`src/hw/rtl/kmal_pkg.sv`:
```
`timescale 1ns / 1ps
// ----------------------------------------------------------------------------
// kmal_pkg
// Shared types and constants of the knob moving-average level core.
// ----------------------------------------------------------------------------
package kmal_pkg;

  // full-scale converter code that the mean level is referred to
  localparam int FULL_SCALE = 1023;

  // result is an unsigned Q0.16 fraction
  localparam int          LEVEL_W   = 16;
  localparam int          DIV_CNT_W = $clog2(LEVEL_W);
  localparam logic [15:0] LEVEL_MAX = 16'hFFFF;

  // sequencer states
  typedef enum logic [2:0] {
    ST_IDLE,
    ST_UPDATE,
    ST_SCALE,
    ST_CHECK,
    ST_DIV,
    ST_DONE
  } kmal_state_t;

endpackage

```
`src/hw/rtl/kmal_ram.sv`:
```
`timescale 1ns / 1ps
// ----------------------------------------------------------------------------
// kmal_ram
// Generic single-write, single-read RAM with registered read data.
// ----------------------------------------------------------------------------
module kmal_ram #(
  parameter int WIDTH = 10,
  parameter int DEPTH = 16
) (
  input  logic                                   clk,
  input  logic                                   wr_en,
  input  logic [(DEPTH > 1 ? $clog2(DEPTH) : 1)-1:0] wr_addr,
  input  logic [WIDTH-1:0]                       wr_data,
  input  logic                                   rd_en,
  input  logic [(DEPTH > 1 ? $clog2(DEPTH) : 1)-1:0] rd_addr,
  output logic [WIDTH-1:0]                       rd_data
);

  logic [WIDTH-1:0] mem_r [DEPTH];
  logic [WIDTH-1:0] rd_data_r;

  always_ff @(posedge clk) begin
    if (wr_en) begin
      mem_r[wr_addr] <= wr_data;
    end
    if (rd_en) begin
      rd_data_r <= mem_r[rd_addr];
    end
  end

  assign rd_data = rd_data_r;

endmodule

```
`src/hw/rtl/knob_moving_average_level_core.sv`:
```
`timescale 1ns / 1ps
// ----------------------------------------------------------------------------
// knob_moving_average_level_core
// Moving average of a volume-knob reading, reported as a Q0.16 level.
// ----------------------------------------------------------------------------
// Each accepted sample replaces the oldest entry of a ring of WINDOW samples
// held in a RAM, the running sum is corrected, and the level
// floor(sum * 65536 / (count * 1023)) is returned, saturated at 65535; count
// is the number of samples so far until the window is full, then WINDOW. A
// sample passes from acceptance to a loaded result through the sum update,
// the scaled denominator, a saturation compare, 16 steps of a one-bit-per-cycle
// restoring divider (skipped when the level saturates), and the output load.
// The ring read is issued at acceptance. The input is ready again in the cycle
// after the load, so a new sample is taken only once the last one is through.
// The input is not ready until the result has moved into the output register,
// which then waits for the sink without holding up the next sample. Ring
// entries not yet written since reset read as zero through the fill state, so
// no clearing pass follows reset.
// ----------------------------------------------------------------------------
module knob_moving_average_level_core
  import kmal_pkg::*;
#(
  parameter int WINDOW      = 16,
  parameter int SAMPLE_BITS = 10
) (
  input  logic                                 clk,
  input  logic                                 rst_n,
  input  logic                                 in_tvalid,
  output logic                                 in_tready,
  input  logic [((SAMPLE_BITS + 7) / 8) * 8-1:0] in_tdata,  // knob_sample
  output logic                                 out_tvalid,
  input  logic                                 out_tready,
  output logic [15:0]                          out_tdata,  // level_fraction
  output logic                                 out_tuser   // window_full
);

  localparam int SLOT_W  = (WINDOW > 1) ? $clog2(WINDOW) : 1;
  localparam int CNT_W   = $clog2(WINDOW + 1);
  localparam int SUM_MAX = WINDOW * ((1 << SAMPLE_BITS) - 1);
  localparam int SUM_W   = $clog2(SUM_MAX + 1);
  localparam int DEN_W   = CNT_W + 10;
  localparam int CMP_W   = ((SUM_W > DEN_W) ? SUM_W : DEN_W) + 1;

  kmal_state_t state_r, state_nxt;

  logic [SAMPLE_BITS-1:0] sample_r, sample_nxt;
  logic [SUM_W-1:0]       sum_r, sum_nxt;
  logic [SLOT_W-1:0]      slot_r, slot_nxt;
  logic                   filled_r, filled_nxt;
  logic [DEN_W-1:0]       den_r, den_nxt;
  logic [DEN_W-1:0]       rem_r, rem_nxt;
  logic [LEVEL_W-1:0]     quo_r, quo_nxt;
  logic                   sat_r, sat_nxt;
  logic [DIV_CNT_W-1:0]   div_cnt_r, div_cnt_nxt;
  logic [LEVEL_W-1:0]     out_level_r, out_level_nxt;
  logic                   out_full_r, out_full_nxt;
  logic                   out_valid_r, out_valid_nxt;

  logic                   in_acc;
  logic                   out_load;
  logic                   ram_we;
  logic [SAMPLE_BITS-1:0] ram_rdata;
  logic [SAMPLE_BITS-1:0] old_sample;
  logic [CNT_W-1:0]       count;
  logic [CMP_W-1:0]       sum_ext;
  logic [CMP_W-1:0]       den_ext;
  logic [DEN_W:0]         rem_dbl;
  logic [DEN_W:0]         den_dbl;

  kmal_ram #(
    .WIDTH(SAMPLE_BITS),
    .DEPTH(WINDOW)
  ) u_ring (
    .clk     (clk),
    .wr_en   (ram_we),
    .wr_addr (slot_r),
    .wr_data (sample_r),
    .rd_en   (in_acc),
    .rd_addr (slot_r),
    .rd_data (ram_rdata)
  );

  assign in_acc   = in_tvalid && in_tready;
  assign out_load = (state_r == ST_DONE) && (!out_valid_r || out_tready);

  // next state
  always_comb begin
    state_nxt = state_r;
    unique case (state_r)
      ST_IDLE:   if (in_tvalid) state_nxt = ST_UPDATE;
      ST_UPDATE: state_nxt = ST_SCALE;
      ST_SCALE:  state_nxt = ST_CHECK;
      ST_CHECK:  state_nxt = (sum_ext >= den_ext) ? ST_DONE : ST_DIV;
      ST_DIV:    if (div_cnt_r == DIV_CNT_W'(LEVEL_W - 1)) state_nxt = ST_DONE;
      ST_DONE:   if (!out_valid_r || out_tready) state_nxt = ST_IDLE;
      default:   state_nxt = ST_IDLE;
    endcase
  end

  // control outputs
  always_comb begin
    in_tready = 1'b0;
    ram_we    = 1'b0;
    unique case (state_r)
      ST_IDLE:   in_tready = 1'b1;
      ST_UPDATE: ram_we    = 1'b1;
      ST_SCALE, ST_CHECK, ST_DIV, ST_DONE: begin
        in_tready = 1'b0;
      end
      default:   in_tready = 1'b0;
    endcase
  end

  // unwritten entries only exist before the first wrap, and they read as zero
  assign old_sample = filled_r ? ram_rdata : '0;
  assign count      = filled_r ? CNT_W'(WINDOW) : CNT_W'(slot_r);
  assign sum_ext    = {{(CMP_W - SUM_W){1'b0}}, sum_r};
  assign den_ext    = {{(CMP_W - DEN_W){1'b0}}, den_r};
  assign rem_dbl    = {rem_r, 1'b0};
  assign den_dbl    = {1'b0, den_r};

  // datapath
  always_comb begin
    sample_nxt    = sample_r;
    sum_nxt       = sum_r;
    slot_nxt      = slot_r;
    filled_nxt    = filled_r;
    den_nxt       = den_r;
    rem_nxt       = rem_r;
    quo_nxt       = quo_r;
    sat_nxt       = sat_r;
    div_cnt_nxt   = div_cnt_r;
    out_level_nxt = out_level_r;
    out_full_nxt  = out_full_r;
    out_valid_nxt = out_valid_r && !out_tready;

    if (in_acc) begin
      sample_nxt = in_tdata[SAMPLE_BITS-1:0];
    end

    case (state_r)
      ST_UPDATE: begin
        sum_nxt = sum_r - SUM_W'(old_sample) + SUM_W'(sample_r);
        if (slot_r == SLOT_W'(WINDOW - 1)) begin
          slot_nxt   = '0;
          filled_nxt = 1'b1;
        end else begin
          slot_nxt = slot_r + 1'b1;
        end
      end
      ST_SCALE: begin
        den_nxt = DEN_W'(count) * DEN_W'(FULL_SCALE);
      end
      ST_CHECK: begin
        // quotient reaches 65536 exactly when sum >= denominator
        sat_nxt     = (sum_ext >= den_ext);
        rem_nxt     = sum_ext[DEN_W-1:0];
        div_cnt_nxt = '0;
      end
      ST_DIV: begin
        if (rem_dbl >= den_dbl) begin
          rem_nxt = DEN_W'(rem_dbl - den_dbl);
          quo_nxt = {quo_r[LEVEL_W-2:0], 1'b1};
        end else begin
          rem_nxt = rem_dbl[DEN_W-1:0];
          quo_nxt = {quo_r[LEVEL_W-2:0], 1'b0};
        end
        div_cnt_nxt = div_cnt_r + 1'b1;
      end
      default: begin
      end
    endcase

    if (out_load) begin
      out_level_nxt = sat_r ? LEVEL_MAX : quo_r;
      out_full_nxt  = filled_r;
      out_valid_nxt = 1'b1;
    end
  end

  always_ff @(posedge clk) begin
    if (!rst_n) begin
      state_r     <= ST_IDLE;
      sum_r       <= '0;
      slot_r      <= '0;
      filled_r    <= 1'b0;
      out_valid_r <= 1'b0;
    end else begin
      state_r     <= state_nxt;
      sum_r       <= sum_nxt;
      slot_r      <= slot_nxt;
      filled_r    <= filled_nxt;
      out_valid_r <= out_valid_nxt;
    end
  end

  always_ff @(posedge clk) begin
    sample_r    <= sample_nxt;
    den_r       <= den_nxt;
    rem_r       <= rem_nxt;
    quo_r       <= quo_nxt;
    sat_r       <= sat_nxt;
    div_cnt_r   <= div_cnt_nxt;
    out_level_r <= out_level_nxt;
    out_full_r  <= out_full_nxt;
  end

  assign out_tvalid = out_valid_r;
  assign out_tdata  = out_level_r;
  assign out_tuser  = out_full_r;

  // divider remainder stays below the denominator
  a_rem_below_den: assert property (@(posedge clk) disable iff (!rst_n)
    (state_r == ST_DIV) |-> (rem_r < den_r))
    else $error("divider remainder not below denominator");

  // an accepted sample goes straight to the sum update
  a_accept_update: assert property (@(posedge clk) disable iff (!rst_n)
    in_acc |=> (state_r == ST_UPDATE))
    else $error("accepted sample did not start an update");

  // window-full flag never clears after it is set
  a_filled_sticky: assert property (@(posedge clk) disable iff (!rst_n)
    filled_r |=> filled_r)
    else $error("window-full flag cleared");

  // write slot stays inside the ring
  a_slot_range: assert property (@(posedge clk) disable iff (!rst_n)
    32'(slot_r) < WINDOW)
    else $error("write slot outside the ring");

  // running sum never exceeds the window of full samples
  a_sum_range: assert property (@(posedge clk) disable iff (!rst_n)
    32'(sum_r) <= SUM_MAX)
    else $error("running sum out of range");

endmodule
```
`config.mk`:
```
export PLATFORM = sky130hd
export DESIGN_NAME = knob_moving_average_level_core
export DESIGN_NICKNAME = d
export VERILOG_FILES = /design/src/hw/rtl/kmal_pkg.sv /design/src/hw/rtl/kmal_ram.sv /design/src/hw/rtl/knob_moving_average_level_core.sv
export SDC_FILE = /design/constraint.sdc
export NUM_CORES = 1
export LEC_CHECK = 0
export ABC_AREA = 1
export CORE_AREA = 2 2 206 208
export CTS_CLUSTER_SIZE = 10
export DETAILED_ROUTE_END_ITERATION = 6
export DIE_AREA = 0 0 208 210
export DONT_BUFFER_PORTS = 1
export GPL_ROUTABILITY_DRIVEN = 0
export SYNTH_ARGS = -nofsm -noshare
export SYNTH_HDL_FRONTEND = slang
export SYNTH_HIERARCHICAL = 1
export SYNTH_SLANG_ARGS = --single-unit
```
`constraint.sdc`:
```
create_clock -name clk -period 8.2 [get_ports clk]
set_input_delay 0.82 -clock clk [delete_from_list [all_inputs] [get_ports clk]]
set_output_delay 0.82 -clock clk [all_outputs]
set_load 0.05 [all_outputs]
```
==> results of run 1 <==
==> logic make-up after synthesis <==
logic type,after synthesis,share of synthesized area
and+or+nand+nor,728,0.2187
buffers and inverters,347,0.09860
DFF,271,0.5500
AOI/OAI and AO/OA,100,0.03846
adders and majority gates,83,0.08267
xor gates and xnor gates,19,0.01157
==> routing by layer <==
metal | vias up | routed length (um) | GRT usage
met5 | - | 0 | 0
met4 | 0 | 922 | 0.05943
met3 | 58 | 2114 | 0.02831
met2 | 263 | 14510 | 0.2383
met1 | 4524 | 14270 | 0.1990
li1 | 4968 | - | -
==> final cells by class <==
class                           instances  share of cell area
Timing Repair Buffer                   10            0.004739
Inverter                              301             0.07164
Clock inverter                          6            0.004818
Tap cell                              539             0.04258
Sequential cell                       271              0.4993
Multi-Input combinational cell        930              0.3197
Clock buffer                           43             0.05719
==> registers in the layout, summed over array words and instances, names as in the netlist, 10 cells and up <==
register and flops:
quo_r 16, out_tdata 16, sample_r 10, u_ring/rd_data 10, u_ring/mem_r 160, sum_r 14, den_r 15, rem_r 15
==> worst max-delay path, cell delays in order (launching register included) <==
cell and delay, ns:
dfxtp_1 0.31, buf_4 0.46, inv_1 0.13, nor2_1 0.42, inv_1 0.19, fa_1 0.56
fa_1 0.54, inv_1 0.05, ha_1 0.36, a21oi_1 0.21, o21ai_0 0.12, a21oi_1 0.33
o21ai_0 0.16, xnor2_1 0.16
==> placed cells by master (no fill, tap or decap), types with 3 or more instances in the layout <==
cell and count:
nand3_1 175, nand4_1 12, xnor2_1 7, a21oi_1 49, or2_2 16, inv_2 3, clkbuf_16 35, nor3_1 7
inv_1 296, edfxtp_1 248, nand2_1 413, clkbuf_1 8, nor2_1 77, nand3b_1 11, a21oi_2 3, nor2_2 3
xor2_1 12, o21ai_0 26, o21ai_1 6, ha_1 63, nand2_2 5, buf_4 10, fa_1 20, a21o_1 3
dfxtp_1 22, o21ai_2 7, nand3_2 5
==> path summary, 6_finish.rpt <==
kind                 end         from  cells after the start  slack (ns)
min reg2reg    quo_r[13]    quo_r[12]                      0        0.44
max            den_r[11]    slot_r[1]                     13        3.92
max reg2reg    den_r[11]    slot_r[1]                     13        3.92
min          sample_r[8]  in_tdata[8]                      0        0.37
==> where the power goes <==
| part | leakage (nW) | switching, mW | internal (mW) |
|---|---|---|---|
| Sequential | 2.44 | 0.134 | 1.78 |
| Clock | 0.473 | 0.568 | 0.782 |
| Combinational | 4.14 | 1.36 | 0.656 |
| Total | 7.06 | 2.06 | 3.22 |
==> qor.csv, run 1 <==
stage,metric,value,unit
placed_design,DP Wirelength,20740,um
die,die area,43680,um^2
layout,layout cells sized above 1,0.06150,
layout,area grow syn2layout,10.17,%
clocking,clock slew at reported path FFs,0.06,ns
routing,DR vias,9813,
layout,Final Util,0.3819,
grt,Tot GR Track Use,0.1485,
sta,Worst Tran Pin Value,1.161,ns
sta,Setup WS post-layout,3.916,ns
sta,Setup TNS,0,ns
yosys,ys async rst share,0,
sta,RSZ-0062 raised after global routing,false,
layout,nets,1651,
hold_path,Min-Delay Path Class,input pin to flip-flop,
worst_setup_path,Worst Path Required,8.47,ns
yosys,cell area after synthesis,14380,um^2
grt,largest net degree at the start of global routing,89,
grt,first-pass GRT wire length,51410,um
sta,worst rel slew slack,0.2260,
placed_design,DP Worst Slack,3.873,ns
placed_design,dpl cells,2051,
sta,Max Clk Rate,233.4,MHz
worst_setup_path,crit path launch type,flip-flop,
yosys,Synth cell types,39,
yosys,top-area cell type share of the netlist area,0.5180,
die,Die X,208,um
sta,Fin Hold WS,0.3743,ns
clocking,CTS tree,done,
placed_design,Placement Cell Area,14860,um^2
layout,fill count,4092,
routing,Pre-antenna DRT Iters,6,
die,Site Rows,75,
yosys,sequential element share of the synthesized area,0.5500,
clocking,"Setup Fix Bufs, Post-CTS",0,
sta,min cycle time layout,4.284,ns
layout,ant diodes,0,
clocking,H-tree depth,2,
clocking,total CTS buffers,34,
pwr,total power,5.282,mW
clocking,cts hold-fix bufs,0,
die,Ports,39,
routing,Routed Antenna Nets,0,
yosys,syn_nets,1651,
yosys,Main synth FF type,edfxtp_1,
placed_design,# port buffers,0,
layout,register area,7909,um^2
die,Core Region,41480,um^2
yosys,most common cell in the netlist,nand2_1,
layout,fin area,15840,um^2
worst_setup_path,Crit. End Element,flip-flop,
yosys,Post-Syn Instances,1548,
worst_setup_path,CP arrival,4.56,ns
routing,routed len/inst,15.15,um
sta,Worst Skew,0.02788,ns
sta,final hold viol count,0,
routing,drt via density,4.673,
clocking,CTS Sinks,271,
worst_setup_path,critical path peak fanout,47,
sta,# setup viols final,0,
layout,Final Non-Filler Cells,2100,
clocking,worst-skew pair later-pin latency,0.56,ns
layout,footprint of the multi-input gates,5065,um^2
pwr,Leakage Power,7.057,nW
pwr,Max IR drop VDD,164.3,uV
die,die height,210,um
grt,number of global-route vias before repair,9786,
sta,Final Cycle Share,0.5224,
clocking,CTS root buf,clkbuf_16,
clocking,# resized after CTS,0,
pwr,PD cells,333.4,nW/um^2
yosys,Area contributors post-synth,"edfxtp_1, nand2_1, inv_1, nand3_1, ha_1",
routing,initial DRC count,891,
routing,Post-Route WL,31820,um
yosys,cell taking the most area after synthesis,edfxtp_1,
worst_setup_path,type of the worst setup path,flip-flop to flip-flop,
flow_run,Max Cap Viol,0,
sta,fin. max-slew vios,0,
yosys,Yosys warnings,6,
routing,drc violations,0,
yosys,synthesized area per cell,9.288,um^2
grt,initial antenna violation count,0,
clocking,CTS max path bufs,3,
yosys,"EDFF count, synth",248,
yosys,Synth Register Bits,271,
yosys,Synth top cells by count,"nand2_1, inv_1, edfxtp_1",
die,Starting Density,0.3466,
outcome,status,"complete, no violations",
grt,grt total ovfl,0,
Power figures use the tool's default switching activity.
==> run 2: changes to the inputs <==
==> constraint.sdc (replaced) <==
create_clock -name clk -period 3.8 [get_ports clk]
set_input_delay 0.38 -clock clk [delete_from_list [all_inputs] [get_ports clk]]
set_output_delay 0.38 -clock clk [all_outputs]
set_load 0.05 [all_outputs]
==> run 2 against run 1 <==
- highest routed layer unchanged
- clock power up 120%
- critical path depth up 2
- die area unchanged
- clock-buffer cell count down 2
- global-route usage up 0.55 points
- clock skew about the same
- hold slack worse by 0.27 ns
==> qor.csv, run 2 (synthesis gave the netlist of run 1 again) <==
stage,metric,value,unit
worst_setup_path,crit path launch type,flip-flop,
routing,Post-Route WL,32720,um
clocking,CTS tree,done,
placed_design,# port buffers,0,
pwr,Leakage Power,7.189,nW
layout,area grow syn2layout,11.91,%
placed_design,DP Wirelength,22420,um
routing,drc violations,0,
clocking,worst-skew pair later-pin latency,0.54,ns
worst_setup_path,type of the worst setup path,flip-flop to flip-flop,
clocking,total CTS buffers,34,
worst_setup_path,Worst Path Required,4.10,ns
sta,fin. max-slew vios,0,
layout,Biggest register,u_ring/mem_r,
layout,Final Non-Filler Cells,2126,
routing,routed len/inst,15.39,um
worst_setup_path,Crit. End Element,flip-flop,
die,die height,210,um
clocking,H-tree depth,2,
hold_path,Min-Delay Path Class,input pin to flip-flop,
sta,RSZ-0062 raised after global routing,false,
sta,Fin Hold WS,0.1082,ns
layout,max reg flops,160,
sta,Final Cycle Share,0.9057,
sta,Worst Tran Pin Value,1.294,ns
pwr,Max IR drop VDD,318.3,uV
sta,min cycle time layout,3.442,ns
sta,Setup TNS,0,ns
layout,ant diodes,0,
grt,grt total ovfl,0,
placed_design,dpl cells,2067,
die,Core Region,41480,um^2
layout,layout cells sized above 1,0.07309,
grt,initial antenna violation count,0,
sta,worst rel slew slack,0.1365,
layout,nets,1678,
clocking,CTS max path bufs,3,
worst_setup_path,Critical Path Start,filled_r,
routing,drt via density,4.716,
outcome,status,"complete, no violations",
sta,Max Clk Rate,290.6,MHz
layout,fin area,16090,um^2
grt,first-pass GRT wire length,52870,um
die,die area,43680,um^2
worst_setup_path,critical path peak fanout,15,
die,Site Rows,75,
worst_setup_path,R2R Path Start,filled_r,
layout,most frequent cells in the layout,"nand2_1, inv_1, edfxtp_1",
grt,largest net degree at the start of global routing,81,
pwr,total power,11.52,mW
sta,final hold viol count,0,
layout,fill count,4053,
die,Die X,208,um
sta,# setup viols final,0,
clocking,"Setup Fix Bufs, Post-CTS",0,
layout,register area,7909,um^2
flow_run,Max Cap Viol,0,
layout,"commonest non-fill, non-tap cell in the layout",nand2_1,
routing,DR vias,10030,
placed_design,Placement Cell Area,14980,um^2
grt,number of global-route vias before repair,10010,
worst_setup_path,CP arrival,3.74,ns
grt,Tot GR Track Use,0.1541,
clocking,CTS root buf,clkbuf_16,
sta,Worst Skew,0.02825,ns
hold_path,hold path start,out_tready,
layout,footprint of the multi-input gates,5075,um^2
routing,initial DRC count,630,
clocking,clock slew at reported path FFs,0.06,ns
die,Starting Density,0.3466,
routing,Pre-antenna DRT Iters,5,
routing,Routed Antenna Nets,0,
die,Ports,39,
clocking,CTS Sinks,271,
pwr,PD cells,715.9,nW/um^2
==> run 2: cell types whose count changed in the layout (fill, tap and decap cells not counted), moves of 2 or more <==
cell / previous run / this run
buf_4: 10 / 26
dlygate4sd3_1: 0 / 11
a21oi_1: 49 / 47
a21oi_2: 3 / 5
clkbuf_1: 8 / 6
==> run 2: timing repair <==
item                       4_1_cts  5_1_grt
setup endpoints to repair        0        3
hold endpoints to repair        18        0
hold buffers                    11        0
resized for setup                0        4
==> run 2: worst max-delay path, cell delays in order (launching register included) <==
cell     delay (ns)
dfxtp_1        0.32
buf_4          0.19
nor2_1         0.29
inv_1          0.16
fa_1           0.51
fa_1           0.51
inv_1          0.04
ha_1           0.35
a21oi_1        0.19
o21ai_0        0.12
a21oi_2        0.20
nand2_1        0.08
nand2_1        0.08
nand2_1        0.05
nand2_1        0.06
nand2_1        0.04
==> run 2: routing by layer <==
layer / track usage / wire length, um / vias up
met5: 0 / 0 / -
met3: 0.02846 / 1758 / 64
li1: - / - / 5025
met1: 0.2012 / 14800 / 4670
met4: 0.06872 / 1207 / 0
met2: 0.2507 / 14960 / 268
==> run 2: final timing paths <==
path	end	slack, ns	cells past startpoint
worst max-delay path	den_r[13]	0.36	15
worst min-delay path	out_tvalid	0.11	3
worst max register to register	den_r[13]	0.36	15
worst min register to register	quo_r[6]	0.45	0
==> run 2: through the flow <==
step                        util  worst slack (ns)
after floorplan                -            0.2887
final                     0.3879            0.3583
after CTS                 0.3877            0.2036
after detailed placement  0.3611            0.2087
after global routing      0.3879           0.05455
after global placement    0.3611            0.2653
==> run 2: layout make-up <==
type | instances | area share
well taps | 539 | 0.04191
repair buffers | 37 | 0.01897
inverters | 301 | 0.07053
clock buffers | 41 | 0.05513
clock inverters | 7 | 0.006532
flip-flops and latches | 271 | 0.4915
multi-input cells | 930 | 0.3154
==> run 2: power breakdown <==
| part | switching (mW) | internal (mW) |
|---|---|---|
| Combinational | 3.01 | 1.47 |
| Sequential | 0.256 | 3.85 |
| Clock | 1.21 | 1.73 |
| Total | 4.48 | 7.04 |
==> run 3: changes to the inputs <==
--- a/config.mk
+++ b/config.mk
@@ -5,11 +5,11 @@
 export SDC_FILE = /design/constraint.sdc
 export NUM_CORES = 1
 export LEC_CHECK = 0
-export ABC_AREA = 1
-export CORE_AREA = 2 2 206 208
+export ABC_AREA = 0
+export CORE_AREA = 2 2 197 199
 export CTS_CLUSTER_SIZE = 10
 export DETAILED_ROUTE_END_ITERATION = 6
-export DIE_AREA = 0 0 208 210
+export DIE_AREA = 0 0 199 201
 export DONT_BUFFER_PORTS = 1
 export GPL_ROUTABILITY_DRIVEN = 0
 export SYNTH_ARGS = -nofsm -noshare
==> run 3 against run 2 <==
- power fell by 29%
- highest routed layer unchanged
- clock power down 7.2%
- utilization up 0.24 points
==> qor.csv, run 3 <==
stage,metric,value,unit
sta,Max Clk Rate,281.5,MHz
die,die height,201,um
grt,largest net degree at the start of global routing,53,
sta,fin. max-slew vios,0,
yosys,sequential element share of the synthesized area,0.6059,
hold_path,Min-Delay Path Class,input pin to flip-flop,
placed_design,DP Wirelength,16670,um
yosys,cell taking the most area after synthesis,edfxtp_1,
pwr,PD cells,552.4,nW/um^2
outcome,status,"complete, no violations",
clocking,H-tree depth,1,
worst_setup_path,worst reg-to-reg setup slack,0.25,ns
yosys,synthesized area per cell,14.20,um^2
clocking,CTS Sinks,271,
sta,final hold viol count,0,
die,Core Region,38110,um^2
sta,Final Cycle Share,0.9349,
routing,drc violations,0,
grt,Tot GR Track Use,0.1287,
grt,first-pass GRT wire length,40300,um
worst_setup_path,CP max stage delay,0.51,ns
grt,number of global-route vias before repair,7370,
sta,worst rel slew slack,0.2229,
yosys,Synth cell types,68,
clocking,CTS tree,done,
yosys,Area contributors post-synth,"edfxtp_1, ha_1, mux4_2, dfxtp_1, fa_1",
placed_design,dpl cells,1444,
worst_setup_path,critical path's slowest cell,fa_1,
layout,"commonest non-fill, non-tap cell in the layout",edfxtp_1,
yosys,top-area cell type share of the netlist area,0.5707,
pwr,total power,8.216,mW
yosys,ys async rst share,0,
yosys,syn_nets,1022,
sta,min cycle time layout,3.552,ns
layout,area grow syn2layout,13.97,%
routing,Post-Route WL,25130,um
die,Die X,199,um
pwr,Leakage Power,5.355,nW
layout,ant diodes,0,
routing,initial DRC count,478,
worst_setup_path,Critical Path Start,slot_r[2],
worst_setup_path,Worst Path Required,4.12,ns
hold_path,hold path start,in_tvalid,
yosys,Post-Syn Instances,919,
routing,DR vias,7392,
worst_setup_path,type of the worst setup path,flip-flop to flip-flop,
sta,# setup viols final,0,
yosys,Synth top cells by count,"edfxtp_1, inv_1, nand2_1",
die,Starting Density,0.3425,
clocking,CTS max path bufs,3,
flow_run,Max Cap Viol,0,
layout,max reg flops,160,
pwr,sequential power share,0.446,
worst_setup_path,critical path peak fanout,5,
die,Ports,39,
layout,Biggest register,u_ring/mem_r,
worst_setup_path,crit path launch type,flip-flop,
layout,most frequent cells in the layout,"edfxtp_1, inv_1, nand2_1",
pwr,Net Sw Power,2.317,mW
sta,Worst Tran Pin Value,1.161,ns
routing,Pre-antenna DRT Iters,5,
worst_setup_path,critical-path cell list,nor2b_4 -> and2_4 -> inv_1 -> fa_1 -> fa_1 -> inv_1 -> ha_1 -> a21o_1 -> a21oi_1 -> o21ai_1 -> o21a_1 -> a21o_1 -> a21oi_1 -> xnor2_1,
die,Site Rows,72,
sta,Setup TNS,0,ns
yosys,most common cell in the netlist,edfxtp_1,
routing,routed len/inst,16.60,um
worst_setup_path,CP arrival,3.87,ns
layout,layout cells sized above 1,0.1365,
worst_setup_path,Crit. End Element,flip-flop,
die,die area,40000,um^2
routing,Routed Antenna Nets,0,
pwr,Max IR drop VDD,409.7,uV
worst_setup_path,CP Buf/Inv Count,2,
layout,Final Non-Filler Cells,1514,
yosys,"EDFF count, synth",248,
clocking,clock slew at reported path FFs,0.06,ns
yosys,Yosys warnings,6,
sta,Worst Skew,0.01568,ns
pwr,clock power share,0.331,
clocking,worst-skew pair later-pin latency,0.57,ns
grt,grt total ovfl,0,
yosys,Synth Register Bits,271,
routing,drt via density,4.882,
pwr,combinational power share,0.224,
yosys,cell area after synthesis,13050,um^2
clocking,CTS root buf,clkbuf_16,
pwr,Sw Ratio,0.2820,
yosys,Main synth FF type,edfxtp_1,
layout,nets,1074,
worst_setup_path,R2R Path Start,slot_r[2],
placed_design,# port buffers,0,
clocking,total CTS buffers,31,
grt,initial antenna violation count,0,
worst_setup_path,"delay-heaviest family, CP",adder cells,
layout,Final Util,0.3903,
pwr,Int Pwr,5.899,mW
## run 3: changes by cell type after synthesis, sizes merged, moves of 12 or more
cell and delta:
a22oi +20, xnor2 +15, buf -22, nand2 -353, nor2 -44, nand2b +17
inv -217, mux2i +12, and2 +24, mux4 +40, a21oi -23, nand3 -168
nor2b +12
## run 3: worst min-delay path, cell delays in order
cell,delay [ns]
inv_1,0.03
o21ai_0,0.06
nand3_1,0.08
nor2_1,0.04
## run 3: power by group through the flow
| stage | Clock, mW | Combinational, mW | Sequential, mW |
|---|---|---|---|
| floorplan | 0 | 1.46 | 3.68 |
| global placement | 0 | 1.80 | 3.72 |
| detailed placement | 0 | 1.83 | 3.73 |
| CTS | 2.80 | 1.85 | 3.67 |
| global route | 2.92 | 2.07 | 3.69 |
| finish | 2.72 | 1.84 | 3.66 |
## run 3: final timing paths
path                 to  cells after the start
max           den_r[14]                     14
min          state_r[0]                      4
max reg2reg   den_r[14]                     14
min reg2reg   quo_r[10]                      0
## run 3: cell type report
cell class | instances | area, um^2
Fill cell | 3563 | 23230
Multi-Input combinational cell | 538 | 4701
Clock inverter | 1 | 20.02
Inverter | 83 | 311.5
Sequential cell | 271 | 7911
Clock buffer | 57 | 904.6
Tap cell | 518 | 648.1
Timing Repair Buffer | 46 | 376.6
## run 3: cell families (layout without fill, tap and decap cells)
kind of cell / Yosys count / count (layout) / synth area share
flip-flops: 271 / 271 / 0.6059
adder cells (fa/ha/maj): 83 / 83 / 0.09108
AO/OA/AOI/OAI: 160 / 160 / 0.08284
AND/OR/NAND/NOR: 211 / 211 / 0.08082
XOR/XNOR: 31 / 31 / 0.02081
buffers and inverters: 110 / 187 / 0.03595
multiplexers: 53 / 53 / 0.08255
## run 3: repair_timing
| action | CTS | global route |
|---|---|---|
| gates resized for setup | 0 | 6 |
| buffers inserted | 0 | 1 |
| hold buffers | 11 | 0 |
| endpoints found under the hold margin | 33 | 0 |
| setup endpoints to repair | 0 | 1 |
## run 3: layer usage
layer	GRT usage	vias to the layer above	wire (um)
met5	0	-	0
met4	0.03545	0	618
met3	0.02268	45	1111
met2	0.2097	155	11730
met1	0.1770	3672	11670
li1	-	3520	-
## run 3: metrics by stage
step	area, um^2	hold slack, ns	setup slack [ns]
after detailed placement	13810	0.4265	0.1961
after global placement	13810	0.4274	0.1972
after floorplan	13050	0.4174	0.04249
after CTS	14840	0.04607	0.1773
final	14870	0.07670	0.2476
after global routing	14870	0.04781	-0.003829
